## config.mk

```make
export PLATFORM = sky130hd
export DESIGN_NAME = rational_arith_reduce_core_flat
export DESIGN_NICKNAME = d
export VERILOG_FILES = /design/src/hdl/rar_pkg.sv /design/src/hdl/rar_if.sv /design/src/hdl/rar_ctrl.sv /design/src/hdl/rar_dp.sv /design/src/hdl/rational_arith_reduce_core.sv /design/src/flat_wrapper.sv
export SDC_FILE = /design/constraint.sdc
export NUM_CORES = 2
export LEC_CHECK = 0
export ABC_AREA = 1
export BUFFER_PORTS_ARGS = -buffer_cell sky130_fd_sc_hd__clkbuf_2
export CAP_MARGIN = 30
export CORE_MARGIN = 10
export CORE_UTILIZATION = 60
export CTS_BUF_LIST = sky130_fd_sc_hd__clkbuf_8
export DETAILED_ROUTE_END_ITERATION = 8
export PLACE_DENSITY = 0.84
export REMOVE_ABC_BUFFERS = 1
export SLEW_MARGIN = 0
export SYNTH_ARGS = -nofsm -noshare
export SYNTH_HDL_FRONTEND = slang
export SYNTH_SLANG_ARGS = --single-unit
```

## constraint.sdc

```tcl
create_clock -name clk_i -period 6.7 [get_ports clk_i]
set_clock_uncertainty 0.05 [all_clocks]
set_input_delay 0.335 -clock clk_i [delete_from_list [all_inputs] [get_ports clk_i]]
set_output_delay 0.335 -clock clk_i [all_outputs]
set_load 0.01 [all_outputs]
```

## src/hdl/rar_pkg.sv

```systemverilog
// Package: shared types, widths and codes for the rational arithmetic reducer.
`timescale 1ns / 1ps
`default_nettype none
package rar_pkg;
  localparam int unsigned OperandWidth = 16;
  localparam int unsigned ProdWidth = 2 * OperandWidth;
  localparam int unsigned WideWidth = 2 * OperandWidth + 1;
  localparam int unsigned NumWidth = 33;
  localparam int unsigned DenWidth = 32;
  localparam int unsigned CntWidth = $clog2(WideWidth + 1);

  typedef enum logic [1:0] {
    CmdAdd = 2'd0,
    CmdSub = 2'd1,
    CmdMul = 2'd2,
    CmdDiv = 2'd3
  } cmd_e;

  typedef enum logic [3:0] {
    StIdle,
    StProd,
    StCombine,
    StCheck,
    StRemStart,
    StRemRun,
    StRemNext,
    StQnStart,
    StQnRun,
    StQdStart,
    StQdRun,
    StOut
  } state_e;

  typedef enum logic [1:0] {
    DivRem,
    DivQuoN,
    DivQuoD
  } divsel_e;

  typedef struct packed {
    logic    load;
    logic    prod;
    logic    combine;
    logic    div_start;
    divsel_e div_sel;
    logic    div_step;
    logic    rem_shift;
    logic    take_qn;
    logic    take_qd;
    logic    out_load;
  } ctrl_t;

  typedef struct packed {
    logic d_zero;
    logic rem_zero;
    logic div_done;
  } stat_t;
endpackage
`default_nettype wire

```

## src/hdl/rar_if.sv

```systemverilog
// Interfaces: valid/ready channels for operand beats and result beats.
`timescale 1ns / 1ps
`default_nettype none
interface rar_in_if;
  import rar_pkg::*;
  logic                           valid;
  logic                           ready;
  logic [1:0]                     command;
  logic signed [OperandWidth-1:0] num_a;
  logic signed [OperandWidth-1:0] den_a;
  logic signed [OperandWidth-1:0] num_b;
  logic signed [OperandWidth-1:0] den_b;
  modport source (output valid, command, num_a, den_a, num_b, den_b, input ready);
  modport sink (input valid, command, num_a, den_a, num_b, den_b, output ready);
endinterface

interface rar_out_if;
  import rar_pkg::*;
  logic                       valid;
  logic                       ready;
  logic signed [NumWidth-1:0] result_num;
  logic signed [DenWidth-1:0] result_den;
  logic                       zero_den_error;
  modport source (output valid, result_num, result_den, zero_den_error, input ready);
  modport sink (input valid, result_num, result_den, zero_den_error, output ready);
endinterface
`default_nettype wire

```

## src/hdl/rar_ctrl.sv

```systemverilog
// Controller: sequences products, Euclid remainders and the two quotients.
`timescale 1ns / 1ps
`default_nettype none
module rar_ctrl
  import rar_pkg::*;
(
  input  wire   clk_i,
  input  wire   rst_ni,
  input  wire   in_valid_i,
  output logic  in_ready_o,
  input  wire   out_busy_i,
  input  stat_t stat_i,
  output ctrl_t ctrl_o
);
  state_e state_q, state_d;

  always_ff @(posedge clk_i or negedge rst_ni) begin
    if (!rst_ni) state_q <= StIdle;
    else state_q <= state_d;
  end

  always_comb begin
    state_d = state_q;
    unique case (state_q)
      StIdle:     if (in_valid_i) state_d = StProd;
      StProd:     state_d = StCombine;
      StCombine:  state_d = StCheck;
      StCheck:    state_d = stat_i.d_zero ? StOut : StRemStart;
      StRemStart: state_d = StRemRun;
      StRemRun:   if (stat_i.div_done) state_d = StRemNext;
      StRemNext:  state_d = stat_i.rem_zero ? StQnStart : StRemStart;
      StQnStart:  state_d = StQnRun;
      StQnRun:    if (stat_i.div_done) state_d = StQdStart;
      StQdStart:  state_d = StQdRun;
      StQdRun:    if (stat_i.div_done) state_d = StOut;
      StOut:      if (!out_busy_i) state_d = StIdle;
      default:    state_d = StIdle;
    endcase
  end

  always_comb begin
    ctrl_o = '0;
    ctrl_o.div_sel = DivRem;
    in_ready_o = 1'b0;
    unique case (state_q)
      StIdle:     begin
        in_ready_o = 1'b1;
        ctrl_o.load = in_valid_i;
      end
      StProd:     ctrl_o.prod = 1'b1;
      StCombine:  ctrl_o.combine = 1'b1;
      StCheck:    ;
      StRemStart: begin
        ctrl_o.div_start = 1'b1;
        ctrl_o.div_sel = DivRem;
      end
      StRemRun:   ctrl_o.div_step = 1'b1;
      StRemNext:  ctrl_o.rem_shift = !stat_i.rem_zero;
      StQnStart:  begin
        ctrl_o.div_start = 1'b1;
        ctrl_o.div_sel = DivQuoN;
      end
      StQnRun:    begin
        ctrl_o.div_step = 1'b1;
        ctrl_o.take_qn = stat_i.div_done;
      end
      StQdStart:  begin
        ctrl_o.div_start = 1'b1;
        ctrl_o.div_sel = DivQuoD;
      end
      StQdRun:    begin
        ctrl_o.div_step = 1'b1;
        ctrl_o.take_qd = stat_i.div_done;
      end
      StOut:      ctrl_o.out_load = !out_busy_i;
      default:    ;
    endcase
  end

  assert property (@(posedge clk_i) disable iff (!rst_ni)
    ctrl_o.out_load |=> state_q == StIdle)
    else $error("result load did not return to idle");
  assert property (@(posedge clk_i) disable iff (!rst_ni)
    ctrl_o.load |=> state_q == StProd)
    else $error("operand beat did not start work");
  assert property (@(posedge clk_i) disable iff (!rst_ni)
    in_ready_o |-> !ctrl_o.div_step)
    else $error("divider stepping while idle");
endmodule
`default_nettype wire

```

## src/hdl/rar_dp.sv

```systemverilog
// Datapath: products, raw fraction, restoring divider and Euclid registers.
`timescale 1ns / 1ps
`default_nettype none
module rar_dp
  import rar_pkg::*;
(
  input  wire                           clk_i,
  input  wire                           rst_ni,
  input  wire [1:0]                     command_i,
  input  wire signed [OperandWidth-1:0] num_a_i,
  input  wire signed [OperandWidth-1:0] den_a_i,
  input  wire signed [OperandWidth-1:0] num_b_i,
  input  wire signed [OperandWidth-1:0] den_b_i,
  input  ctrl_t                         ctrl_i,
  output stat_t                         stat_o,
  output logic signed [NumWidth-1:0]    num_o,
  output logic signed [DenWidth-1:0]    den_o,
  output logic                          err_o
);
  logic [1:0] cmd_q;
  logic signed [OperandWidth-1:0] na_q, da_q, nb_q, db_q;
  logic signed [ProdWidth-1:0] p0_q, p1_q, p2_q;
  logic signed [WideWidth-1:0] n_q, d_q, x_q, y_q, qn_q, qd_q;
  logic [WideWidth-1:0] dvd_q, dvs_q, quo_q, rem_q;
  logic neg_q, rneg_q, busy_q;
  logic [CntWidth-1:0] cnt_q;
  logic signed [WideWidth-1:0] a_sel, b_sel, rem_s, quo_s;
  logic [WideWidth:0] trial;
  logic [WideWidth-1:0] rsh;
  logic same;

  assign same = (da_q == db_q);

  always_ff @(posedge clk_i) begin
    if (ctrl_i.load) begin
      cmd_q <= command_i;
      na_q <= num_a_i;
      da_q <= den_a_i;
      nb_q <= num_b_i;
      db_q <= den_b_i;
    end
    if (ctrl_i.prod) begin
      unique case (cmd_e'(cmd_q))
        CmdMul: begin
          p0_q <= na_q * nb_q;
          p1_q <= '0;
          p2_q <= da_q * db_q;
        end
        CmdDiv: begin
          p0_q <= na_q * db_q;
          p1_q <= '0;
          p2_q <= da_q * nb_q;
        end
        default: begin
          p0_q <= na_q * db_q;
          p1_q <= nb_q * da_q;
          p2_q <= da_q * db_q;
        end
      endcase
    end
    if (ctrl_i.combine) begin
      priority if (cmd_q == CmdAdd && same) begin
        n_q <= WideWidth'(na_q) + WideWidth'(nb_q);
        d_q <= WideWidth'(da_q);
      end else if (cmd_q == CmdSub && same) begin
        n_q <= WideWidth'(na_q) - WideWidth'(nb_q);
        d_q <= WideWidth'(da_q);
      end else if (cmd_q == CmdAdd) begin
        n_q <= WideWidth'(p0_q) + WideWidth'(p1_q);
        d_q <= WideWidth'(p2_q);
      end else if (cmd_q == CmdSub) begin
        n_q <= WideWidth'(p0_q) - WideWidth'(p1_q);
        d_q <= WideWidth'(p2_q);
      end else begin
        n_q <= WideWidth'(p0_q);
        d_q <= WideWidth'(p2_q);
      end
    end
    if (ctrl_i.combine) begin
      x_q <= '0;
      y_q <= '0;
    end
    if (ctrl_i.div_start && ctrl_i.div_sel == DivRem && x_q == '0 && y_q == '0) begin
      x_q <= n_q;
      y_q <= d_q;
    end
    if (ctrl_i.rem_shift) begin
      x_q <= y_q;
      y_q <= rem_s;
    end
    if (ctrl_i.take_qn) qn_q <= quo_s;
    if (ctrl_i.take_qd) qd_q <= quo_s;
  end

  always_comb begin
    priority case (ctrl_i.div_sel)
      DivQuoN: begin
        a_sel = n_q;
        b_sel = y_q;
      end
      DivQuoD: begin
        a_sel = d_q;
        b_sel = y_q;
      end
      default: begin
        a_sel = (x_q == '0 && y_q == '0) ? n_q : x_q;
        b_sel = (x_q == '0 && y_q == '0) ? d_q : y_q;
      end
    endcase
  end

  assign rsh = {rem_q[WideWidth-2:0], dvd_q[WideWidth-1]};
  assign trial = {1'b0, rsh} - {1'b0, dvs_q};
  assign rem_s = rneg_q ? -$signed(rem_q) : $signed(rem_q);
  assign quo_s = neg_q ? -$signed(quo_q) : $signed(quo_q);

  always_ff @(posedge clk_i or negedge rst_ni) begin
    if (!rst_ni) begin
      busy_q <= 1'b0;
      cnt_q <= '0;
    end else if (ctrl_i.div_start) begin
      busy_q <= 1'b1;
      cnt_q <= CntWidth'(WideWidth);
    end else if (ctrl_i.div_step && busy_q) begin
      cnt_q <= cnt_q - 1'b1;
      if (cnt_q == CntWidth'(1)) busy_q <= 1'b0;
    end
  end

  always_ff @(posedge clk_i) begin
    if (ctrl_i.div_start) begin
      dvd_q <= a_sel[WideWidth-1] ? WideWidth'(-a_sel) : a_sel;
      dvs_q <= b_sel[WideWidth-1] ? WideWidth'(-b_sel) : b_sel;
      rem_q <= '0;
      quo_q <= '0;
      neg_q <= a_sel[WideWidth-1] ^ b_sel[WideWidth-1];
      rneg_q <= a_sel[WideWidth-1];
    end else if (ctrl_i.div_step && busy_q) begin
      dvd_q <= {dvd_q[WideWidth-2:0], 1'b0};
      if (!trial[WideWidth]) begin
        rem_q <= trial[WideWidth-1:0];
        quo_q <= {quo_q[WideWidth-2:0], 1'b1};
      end else begin
        rem_q <= rsh;
        quo_q <= {quo_q[WideWidth-2:0], 1'b0};
      end
    end
  end

  assign stat_o.d_zero = (d_q == '0);
  assign stat_o.rem_zero = (rem_q == '0);
  assign stat_o.div_done = ctrl_i.div_step && !busy_q;
  assign err_o = stat_o.d_zero;
  assign num_o = err_o ? '0 : NumWidth'(qn_q);
  assign den_o = err_o ? '0 : DenWidth'(qd_q);

  assert property (@(posedge clk_i) disable iff (!rst_ni)
    ctrl_i.div_start |=> busy_q)
    else $error("divider failed to start");
  assert property (@(posedge clk_i) disable iff (!rst_ni)
    busy_q |-> cnt_q != '0)
    else $error("divider count ran out while busy");
endmodule
`default_nettype wire

```

## src/hdl/rational_arith_reduce_core.sv

```systemverilog
// Top level: rational add/sub/mul/div with Euclid gcd reduction.
//  channel   dir  payload
//  in_ch     in   command, num_a, den_a, num_b, den_b
//  out_ch    out  result_num, result_den, zero_den_error
// One beat at a time: products, combine and check, then straight to output when the raw
// denominator is zero, otherwise one division per Euclid remainder step and two for the
// quotients, all in the one-bit-a-cycle restoring divider.
// Reset clears the controller and the output valid. A result beat waits in
// the output register; the next operand beat is taken while it waits.
`timescale 1ns / 1ps
`default_nettype none
module rational_arith_reduce_core
  import rar_pkg::*;
(
  input  wire clk_i,
  input  wire rst_ni,
  rar_in_if.sink    in_ch,
  rar_out_if.source out_ch
);
  ctrl_t ctrl;
  stat_t stat;
  logic signed [NumWidth-1:0] num;
  logic signed [DenWidth-1:0] den;
  logic err, ovalid_q, in_ready;

  assign in_ch.ready = in_ready;

  rar_ctrl u_ctrl (
    .clk_i, .rst_ni,
    .in_valid_i(in_ch.valid),
    .in_ready_o(in_ready),
    .out_busy_i(ovalid_q && !out_ch.ready),
    .stat_i(stat),
    .ctrl_o(ctrl)
  );

  rar_dp u_dp (
    .clk_i, .rst_ni,
    .command_i(in_ch.command),
    .num_a_i(in_ch.num_a),
    .den_a_i(in_ch.den_a),
    .num_b_i(in_ch.num_b),
    .den_b_i(in_ch.den_b),
    .ctrl_i(ctrl),
    .stat_o(stat),
    .num_o(num),
    .den_o(den),
    .err_o(err)
  );

  always_ff @(posedge clk_i or negedge rst_ni) begin
    if (!rst_ni) ovalid_q <= 1'b0;
    else if (ctrl.out_load) ovalid_q <= 1'b1;
    else if (out_ch.ready) ovalid_q <= 1'b0;
  end

  always_ff @(posedge clk_i) begin
    if (ctrl.out_load) begin
      out_ch.result_num <= num;
      out_ch.result_den <= den;
      out_ch.zero_den_error <= err;
    end
  end

  assign out_ch.valid = ovalid_q;

  assert property (@(posedge clk_i) disable iff (!rst_ni)
    ctrl.out_load |-> !ovalid_q || out_ch.ready)
    else $error("result overwritten before taken");
endmodule
`default_nettype wire

```

## src/flat_wrapper.sv

```systemverilog
// flat-port wrapper written by rule: the top's interface ports become plain ports
module rational_arith_reduce_core_flat import rar_pkg::*;
  (clk_i, rst_ni, in_ch_valid, in_ch_command, in_ch_num_a, in_ch_den_a, in_ch_num_b, in_ch_den_b, in_ch_ready, out_ch_valid, out_ch_result_num, out_ch_result_den, out_ch_zero_den_error, out_ch_ready);
  rar_in_if in_ch_i ();
  rar_out_if out_ch_i ();
  input  wire clk_i;
  input  wire rst_ni;
  input wire logic [$bits(in_ch_i.valid)-1:0] in_ch_valid;
  input wire logic [$bits(in_ch_i.command)-1:0] in_ch_command;
  input wire logic [$bits(in_ch_i.num_a)-1:0] in_ch_num_a;
  input wire logic [$bits(in_ch_i.den_a)-1:0] in_ch_den_a;
  input wire logic [$bits(in_ch_i.num_b)-1:0] in_ch_num_b;
  input wire logic [$bits(in_ch_i.den_b)-1:0] in_ch_den_b;
  output wire logic [$bits(in_ch_i.ready)-1:0] in_ch_ready;
  output wire logic [$bits(out_ch_i.valid)-1:0] out_ch_valid;
  output wire logic [$bits(out_ch_i.result_num)-1:0] out_ch_result_num;
  output wire logic [$bits(out_ch_i.result_den)-1:0] out_ch_result_den;
  output wire logic [$bits(out_ch_i.zero_den_error)-1:0] out_ch_zero_den_error;
  input wire logic [$bits(out_ch_i.ready)-1:0] out_ch_ready;
  assign in_ch_i.valid = in_ch_valid;
  assign in_ch_i.command = in_ch_command;
  assign in_ch_i.num_a = in_ch_num_a;
  assign in_ch_i.den_a = in_ch_den_a;
  assign in_ch_i.num_b = in_ch_num_b;
  assign in_ch_i.den_b = in_ch_den_b;
  assign in_ch_ready = in_ch_i.ready;
  assign out_ch_valid = out_ch_i.valid;
  assign out_ch_result_num = out_ch_i.result_num;
  assign out_ch_result_den = out_ch_i.result_den;
  assign out_ch_zero_den_error = out_ch_i.zero_den_error;
  assign out_ch_i.ready = out_ch_ready;
  rational_arith_reduce_core u_core (.clk_i(clk_i), .rst_ni(rst_ni), .in_ch(in_ch_i), .out_ch(out_ch_i));
endmodule
```

==> metrics.md <==
| Metric | Value |
|---|---|
| Status | `complete, no violations` |
| Max Slew Vio Count | `0` |
| Num CTS Buffers | `98` |
| Io pins | `~140` |
| Final hold violations | `0` |
| Worst-path clk slew | `about 0.070 ns` |
| Sequential-to-total area share from yosys stat | `22.0%` |
| PortBufs | `about 140` |
| Initial core utilization | `60.3%` |
| WHS Endpoint | `u_core.u_ctrl.state_q[0]` |
| # setup viols final | `0` |
| Slew at the pin closest to its max-slew limit | `a little over 1 ns` |
| CP Cell Sequence | `buf_12, inv_1, buf_4, nor2_1, fa_1, fa_1, fa_1, fa_1, fa_1, inv_1, fa_1, inv_1, ha_1, a21oi_1, o21ai_0, a21oi_1, nand3_1, a31o_2, a31oi_1, xnor2_1, nand2_1, o21ai_0` |
| Top_reg_cell synth | `edfxtp_1` |
| Vias in the first global route | `around 65000` |
| Rel. slew slack | `about a third` |
| Worst min path class | `primary input to register` |
| Worst skew pair latency | `0.83 ns` |
| Worst path arrival time | `7.00 ns` |
| Unrepaired setup endpoints after global routing | `false` |
| Initial DRC Count | `6572` |
| Die area | `around 0.14 sq mm` |
| Overall Global Routing Usage | `33.8%` |
| Global-route wire length before repair | `364000 microns` |
| WL/cell | `roughly 21 microns` |
| GRT overflow | `0` |
| # clock sinks | `570` |
| Cells on worst reg2reg path | `22` |
| Setup TNS | `0 ns` |
| CP Class | `register to register` |
| Fillers | `10100` |
| Max-cap violations | `0` |
| P&R area growth vs syn | `8.58%` |
| Via Count | `approximately 63000` |
| Post-synth EDFFs | `492` |
| Critical Path Slowest Stage Cell | `edfxtp_1` |
| Worst Path Max Fanout | `19` |
| CTS tree | `built` |
| Reg2reg end | `u_core.u_dp.p2_q[28]` |
| FF+latch count, synth | `between 500 and 600` |
| Core Region | `~0.12 sq mm` |
| Initial antenna violation count | `6` |
| Die width | `between 300 and 400 microns` |
| Syn. warnings | `0` |
| FMAX | `approximately 150 MHz` |
| Syn_area_per_cell | `between 8 and 9 sq um` |
| Mapped Area | `roughly 0.075 sq mm` |
| Clock buffer depth | `3` |
| FF-to-FF Start | `u_core.u_dp.da_q[15]` |
| Setup crit end kind | `register` |
| Num rows | `around 130` |
| Most used cell, CP | `fa_1` |
| HP Start | `in_ch_valid` |
| Crit path buf inv count | `5` |
| Tcrit/Tclk final | `between 90 and 100%` |
| # H-tree levels | `3` |
| Final nets | `~11000` |
| GP Congestion | `between 0.9 and 1` |
| FF-to-FF setup slack | `~0.18 ns` |
| Largest net degree at the start of global routing | `approximately 70` |
| Post-Syn Instances | `~9100` |
| Share of layout cells above drive strength 1 | `about 7%` |
| Residual DRC | `0` |
| Distinct cells, synth | `69` |
| Drt pass-1 iters | `6` |
| Slowest stage delay, CP | `around 0.55 ns` |
| CTS root buf | `clkbuf_8` |
| Vias per cell | `5.73` |
| Hold path depth | `5` |
| Antenna Nets Post-Route | `0` |
| Setup crit start kind | `register` |
| DIE HEIGHT | `approximately 370 microns` |
| Delay-heaviest family, CP | `adder cells` |
| Hpwl dp | `between 150000 and 200000 microns` |
| Crit path time final | `roughly 6.5 ns` |
| Final WL | `~230000 microns` |
| Post-synth ARST share | `~2.1%` |
| CP required | `~7.2 ns` |
[layer usage]
layer / track usage (%) / share of wire, %
met3: 6.54 / 9.7
met2: 54.7 / 46
met1: 42.9 / 38
met4: 17.8 / 6.7
met5: 0 / 0.014
[flip-flops by register name, summed over array words and instances (netlist names), 32 cells and up]
signal,cells
u_core.out_ch.result_den,32
u_core.u_dp.dvd_q,33
u_core.out_ch.result_num,33
u_core.u_dp.dvs_q,33
u_core.u_dp.y_q,33
u_core.u_dp.p1_q,32
u_core.u_dp.qn_q,33
u_core.u_dp.n_q,33
u_core.u_dp.p0_q,32
u_core.u_dp.rem_q,33
u_core.u_dp.qd_q,32
u_core.u_dp.p2_q,32
u_core.u_dp.quo_q,33
u_core.u_dp.d_q,32
u_core.u_dp.x_q,33
[tightest hold or removal path, delay by kind of cell]
kind / cells / cell delay, ns
AOI/OAI and AO/OA: 2 / 0.27
buffers and inverters: 2 / 0.17
and+or+nand+nor: 1 / 0.11
[through the flow]
stage	hold slack [ns]	area (sq um)	worst slack, ns	util, %	cells
after floorplan	-0.0106	73200	0.389	-	8767
after global placement	0.184	77900	0.0720	63.0	10700
after detailed placement	0.195	78000	0.0625	63.1	10700
after CTS	0.0160	80800	0.0586	65.3	11000
after global routing	0.129	80900	0.00187	65.5	11000
final	0.0898	80900	0.175	65.5	11000
[placed cells by master (no fill, tap or decap), drive strengths merged, types with 9 or more instances in the layout]
master,count
nand3,251
a31oi,54
nor4,46
a21oi,428
xor2,141
o221ai,13
o22ai,40
nand2,1964
ha,485
a21o,31
clkbuf,242
buf,209
dfxtp,66
dlygate4sd3,69
o211ai,30
o21a,16
nand4,80
xnor2,92
or2,24
nor2,550
fa,1053
o21ai,405
dfrtp,12
a21boi,9
o31ai,28
o21bai,27
nor3,63
a211oi,9
nand3b,16
inv,2318
edfxtp,492
clkinv,33
[repair_timing]
item / CTS / global route
setup buffers: 0 / 15
hold endpoints to repair: 79 / 0
resized for setup: 0 / 25
hold buffers: 69 / 0
setup endpoints to repair: 0 / 24
[Yosys cell counts, drive strengths merged, types with 28 or more instances]
library cell,instances,area (sq um)
a21o,31,233
a21oi,428,2310
a31oi,54,338
buf,47,280
clkbuf,298,1120
dfxtp,66,1320
edfxtp,492,14800
fa,1053,21100
ha,485,6070
inv,2286,8580
nand2,1964,7430
nand3,251,1300
nand4,80,500
nor2,550,2190
nor3,63,365
nor4,46,288
o211ai,30,225
o21ai,405,2040
o22ai,40,250
o31ai,28,210
xnor2,92,806
xor2,141,1230
[cells by family (layout without fill, tap and decap cells)]
kind of cell	Yosys count	after routing	synth area share, %
compound gates	1133	1133	8.79
xor+xnor	233	233	2.74
fa+ha+maj	1538	1538	36.4
buf+inv	2634	2882	13.4
flops	570	570	22.0
other cells	0	3	0
simple gates	3004	3004	16.7
[how the worst max path moves through the flow]
stage                              start                    to  slack [ns]  cells after the start
finish              u_core.u_dp.da_q[15]  u_core.u_dp.p2_q[28]        0.18                     22
global route        u_core.u_dp.da_q[15]  u_core.u_dp.p2_q[28]       0.002                     22
CTS                 u_core.u_dp.da_q[15]  u_core.u_dp.p1_q[20]        0.06                     21
detailed placement  u_core.u_dp.da_q[12]  u_core.u_dp.p2_q[20]        0.06                     22
global placement    u_core.u_dp.da_q[15]  u_core.u_dp.p1_q[20]        0.07                     21
floorplan            u_core.u_dp.da_q[7]  u_core.u_dp.p2_q[27]        0.39                     24
[area by class of cell]
type	count	area [sq um]	area share (%)
antenna	3	7.51	0.00927
clock buffer	105	1450	1.79
clock inverter	73	633	0.782
inverter	2289	8600	10.6
multi-input combinational	5908	48300	59.7
sequential	570	16400	20.3
tap	1637	2050	2.53
timing repair buffer	415	3530	4.36
Power is left out: the tool's default activity adds up to more than one toggle a clock period on the data nets, which glitch-free logic cannot reach.
